==> src/hdl/sfe_pkg.sv <==
package sfe_pkg;

  localparam int SAMPLE_W = 16;
  localparam int DELAY_W  = 17;
  localparam int GAIN_W   = 16;
  localparam int CFG_ADDR_W = 2;
  localparam int CFG_DATA_W = DELAY_W;

  localparam logic [DELAY_W-1:0] DELAY_RESET = 17'd17640;
  localparam logic [GAIN_W-1:0]  GAIN_RESET  = 16'd16384;

  // register indexes
  localparam logic [CFG_ADDR_W-1:0] CFG_DELAY = 2'd0;
  localparam logic [CFG_ADDR_W-1:0] CFG_GAIN  = 2'd1;

  localparam logic signed [SAMPLE_W-1:0] SAMPLE_MAX = 16'sh7FFF;
  localparam logic signed [SAMPLE_W-1:0] SAMPLE_MIN = -16'sh8000;

  typedef struct packed {
    logic signed [SAMPLE_W-1:0] left_in;
    logic signed [SAMPLE_W-1:0] right_in;
  } in_frame_t;

  typedef struct packed {
    logic signed [SAMPLE_W-1:0] left_out;
    logic signed [SAMPLE_W-1:0] right_out;
  } out_frame_t;

endpackage

==> src/hdl/sfe_delay_mod.sv <==
module sfe_delay_mod #(
  parameter int RING_DEPTH = 131072
) (
  input  logic                          clk,
  input  logic                          rst_n,
  input  logic                          start,
  input  logic [sfe_pkg::DELAY_W-1:0]   value,
  output logic                          busy,
  output logic [$clog2(RING_DEPTH)-1:0] dmod
);

  localparam int AW = $clog2(RING_DEPTH);
  localparam int VW = sfe_pkg::DELAY_W;

  // doublings of RING_DEPTH that stay below 2^VW: one compare-and-subtract each
  function automatic int mod_steps();
    longint m;
    int     n;
    m = longint'(RING_DEPTH);
    n = 0;
    while (m < (longint'(1) << VW)) begin
      m = m * 2;
      n++;
    end
    return n;
  endfunction

  localparam int NSTEP     = mod_steps();
  localparam int STEP_LAST = (NSTEP > 0) ? NSTEP - 1 : 0;
  localparam int CW        = (NSTEP > 1) ? $clog2(NSTEP) : 1;
  localparam logic [VW-1:0] RESET_MOD = VW'(int'(sfe_pkg::DELAY_RESET) % RING_DEPTH);

  logic          busy_r;
  logic [CW-1:0] step_r;
  logic [VW-1:0] rem_r;
  logic [VW-1:0] sub_val;

  // RING_DEPTH shifted up by the current step
  assign sub_val = VW'(longint'(RING_DEPTH) << step_r);

  // take off the largest multiple first, one compare-and-subtract per cycle
  always_ff @(posedge clk) begin
    if (!rst_n) begin
      busy_r <= 1'b0;
      step_r <= '0;
      rem_r  <= RESET_MOD;
    end else if (start) begin
      busy_r <= (NSTEP != 0);
      step_r <= CW'(STEP_LAST);
      rem_r  <= value;
    end else if (busy_r) begin
      if (rem_r >= sub_val) begin
        rem_r <= rem_r - sub_val;
      end
      if (step_r == '0) begin
        busy_r <= 1'b0;
      end else begin
        step_r <= step_r - 1'b1;
      end
    end
  end

  assign busy = busy_r;
  assign dmod = AW'(rem_r);

endmodule

==> config.mk <==
export PLATFORM = sky130hd
export DESIGN_NAME = sfe_delay_mod
export DESIGN_NICKNAME = d
export VERILOG_FILES = /design/src/hdl/sfe_pkg.sv /design/src/hdl/sfe_delay_mod.sv
export SDC_FILE = /design/constraint.sdc
export NUM_CORES = 1
export LEC_CHECK = 0
export ABC_AREA = 1
export BUFFER_PORTS_ARGS = -buffer_cell sky130_fd_sc_hd__buf_4
export CAP_MARGIN = 10
export CORE_ASPECT_RATIO = 1.2
export CORE_MARGIN = 5
export CORE_UTILIZATION = 37
export CTS_CLUSTER_DIAMETER = 50
export DETAILED_ROUTE_END_ITERATION = 8
export PLACE_DENSITY = 0.69
export SLEW_MARGIN = 40
export SYNTH_ARGS = -nofsm -noshare
export SYNTH_HDL_FRONTEND = slang
export SYNTH_SLANG_ARGS = --single-unit
==> constraint.sdc <==
create_clock -name clk -period 0.8 [get_ports clk]
set_clock_uncertainty 0.2 [all_clocks]
set_input_delay 0.08 -clock clk [delete_from_list [all_inputs] [get_ports clk]]
set_output_delay 0.08 -clock clk [all_outputs]
set_load 0.01 [all_outputs]
==> impl_metrics.env <==
export IMPL_die_h_um=56.8
export IMPL_grt_pass1_vias=707
export IMPL_dp_hpwl_um=1260
export IMPL_synth_adder_area_share=0
export IMPL_wl_per_cell_um=11.1
export IMPL_hold_viol=17
export IMPL_critPathRequiredTime_ps=520
export IMPL_startpoint_type="flop"
export IMPL_viasPerCell=4.52
export IMPL_fin_ws_ps=-224
export IMPL_crit_path_end="dmod[5]"
export IMPL_antenna_found_initial=0
export IMPL_rsz0062_at_grt="true"
export IMPL_grt_pass1_wl_um=2730
export IMPL_syn_nets=118
export IMPL_fmax_ghz=0.976
export IMPL_ant_nets=0
export IMPL_vias=723
export IMPL_yosysTopAreaCell="dfxtp_1"
export IMPL_cp_num_cells=1
export IMPL_reg2reg_from="dmod[10]$_SDFFE_PN1P_"
export IMPL_status="complete, but fails checks"
export IMPL_drc=0
export IMPL_cts_path_max_buffers=2
export IMPL_gr_total_overflow=0
export IMPL_drv_slew=0
export IMPL_critPathMaxFanout=2
export IMPL_synth_area_leaders="dfxtp_1 (50%), nand2_1 (19%), nor2_1 (12%), inv_1 (6.7%), nand3_1 (4.4%)"
export IMPL_min_period_ps=1020
export IMPL_final_util=0.639
export IMPL_cts_buffers=3
export IMPL_start_util=0.378
export IMPL_slowest_stage="dfxtp_2"
export IMPL_cap_violations=0
export IMPL_drt_first_pass_iters=4
export IMPL_crit_buf_inv=1
export IMPL_synth_top_family_by_area="simple AND/OR/NAND/NOR gates"
export IMPL_drt_wl_total_um=1770
export IMPL_cts_tree="done"
export IMPL_yosysWarnings=0
export IMPL_ys_ff_latch=17
export IMPL_hold_path_class="primary input to flop"
export IMPL_worstSetupEndpointType="output pin"
export IMPL_synth_top_area_frac=0.504
export IMPL_fp_row_count=17
export IMPL_clk_pin_slew_ps=100
export IMPL_ioPinCount=38
export IMPL_finalPower_uw=1840
export IMPL_largest_reg_flops=17
export IMPL_netlist_area_um2=676
export IMPL_failed_checks="hold timing, setup timing"
export IMPL_cp_top_family="flip-flops"
export IMPL_syn_avg_cell_area_um2=6.89
export IMPL_critical_path_class="flop to output pin"
export IMPL_drt_iter0_markers=6
export IMPL_r2r_cells=3
export IMPL_drive_gt1_frac=0.504
export IMPL_antenna_cells=0
export IMPL_clk_latency_ps=280
export IMPL_worstPathCellList="buf_6"
export IMPL_critPathMaxStageDelay_ps=360
export IMPL_die_w_um=49.0
export IMPL_synth_cell_types=9
export IMPL_muxShareOfSynthArea=0
export IMPL_p_per_area_nw_per_um2=1610
export IMPL_reg2reg_slack_ps=-80
export IMPL_nets=162
export IMPL_reg2reg_to="dmod[10]$_SDFFE_PN1P_"
export IMPL_period_share=1.28
export IMPL_vdd_drop_max_mv=0.986
export IMPL_setup_viol=21
export IMPL_fp_coreArea_um2=1790
export IMPL_crit_arrival_ps=740
export IMPL_cts_root_buf="clkbuf_4"
export IMPL_synth_xor_xnor_area_share=0
export IMPL_port_buffers=36
export IMPL_htreeDepth=1
export IMPL_fin_hold_ws_ps=-197
export IMPL_clkSinkCount=17
export IMPL_gp_congestion=0.764
export IMPL_cp_startpoint="dmod[5]$_SDFFE_PN1P_"
export IMPL_synth_compound_area_frac=0
export IMPL_ys_seq_area_frac=0.504
export IMPL_area_growth_pct=68.9
export IMPL_die_area_um2=2780
export IMPL_synth_cells=98
export IMPL_grt_total_usage=0.120
export IMPL_synth_simple_area_share=0.356
export IMPL_grt_max_degree=21
export IMPL_leakagePower_uw=0.000623
-- how the worst min path moves through the flow --
| stage | cells past startpoint | start | endpoint | slack [ps] |
|---|---|---|---|---|
| floorplan | 2 | value[10] | dmod[10]$_SDFFE_PN1P_ | 6 |
| global placement | 3 | value[14] | dmod[14]$_SDFFE_PN1P_ | 100 |
| detailed placement | 3 | value[3] | dmod[3]$_SDFFE_PN1P_ | 100 |
| CTS | 3 | value[3] | dmod[3]$_SDFFE_PN1P_ | -200 |
| global route | 3 | value[3] | dmod[3]$_SDFFE_PN1P_ | -200 |
| finish | 3 | value[5] | dmod[5]$_SDFFE_PN1P_ | -200 |
-- metal layers --
layer	vias up	track usage	part of all wire
met5	-	0	0
met4	0	0.0462	0.0079
met3	2	0.0318	0.089
met2	31	0.215	0.48
met1	322	0.132	0.42
li1	368	-	-
-- cells in the final DEF (no fill, tap or decap) --
cell | netlist | routed
nor2_2 | 0 | 1
buf_6 | 1 | 21
nand3_2 | 0 | 2
nand2_2 | 0 | 1
nand2_1 | 34 | 32
nor2_1 | 22 | 21
conb_1 | 1 | 1
dfxtp_2 | 0 | 17
buf_4 | 4 | 24
nand3_1 | 6 | 4
inv_1 | 12 | 12
nand2_4 | 0 | 1
clkinv_2 | 0 | 1
clkbuf_4 | 0 | 3
-- worst reg2reg max path: cells and delay by family, from the launching register on --
family | cells | cell delay, ps
buf+inv | 1 | 110
simple gates | 2 | 120
flops | 1 | 340
-- kinds of logic after synthesis --
| group | Yosys count |
|---|---|
| flip-flops | 17 |
| buffers and inverters | 18 |
| AND/OR/NAND/NOR | 62 |
| other | 1 |
-- where the power goes --
part	internal (uW)	leakage, uW	switching [uW]
sequential	918	0.000143	44.4
clock	185	0.0000177	268
combinational	251	0.000462	171
total	1350	0.000623	483
-- stage by stage --
| step | TNS, ps | cell area (um2) | hold slack [ps] | setup slack [ps] | cells |
|---|---|---|---|---|---|
| after floorplan | 0 | 676 | 6.35 | 20.5 | 98 |
| after global placement | -749 | 961 | 95.6 | -73.5 | 152 |
| after detailed placement | -936 | 961 | 97.5 | -97.8 | 152 |
| after CTS | -3970 | 1110 | -201 | -231 | 159 |
| after global routing | -4650 | 1140 | -199 | -255 | 160 |
| final | -3920 | 1140 | -197 | -224 | 160 |
-- cell usage after synthesis, drive strengths merged --
cell type and n:
nand2 34, nor2 22, dfxtp 17, inv 12, buf 6, nand3 6
conb 1
-- timing repair --
action,CTS,global route
endpoints found under the setup margin,17,29
setup buffers,3,2
pin swaps,0,9
endpoints found under the hold margin,17,17
gates resized for setup,39,6
-- area by class of cell --
cell class | instances | area (um2)
multi-input combinational | 63 | 267
clock buffer | 3 | 22.5
fill | 158 | 646
tap | 19 | 23.8
inverter | 12 | 45.0
timing repair buffer | 45 | 417
sequential | 17 | 362
clock inverter | 1 | 5.00
Power figures use the tool's default switching activity.
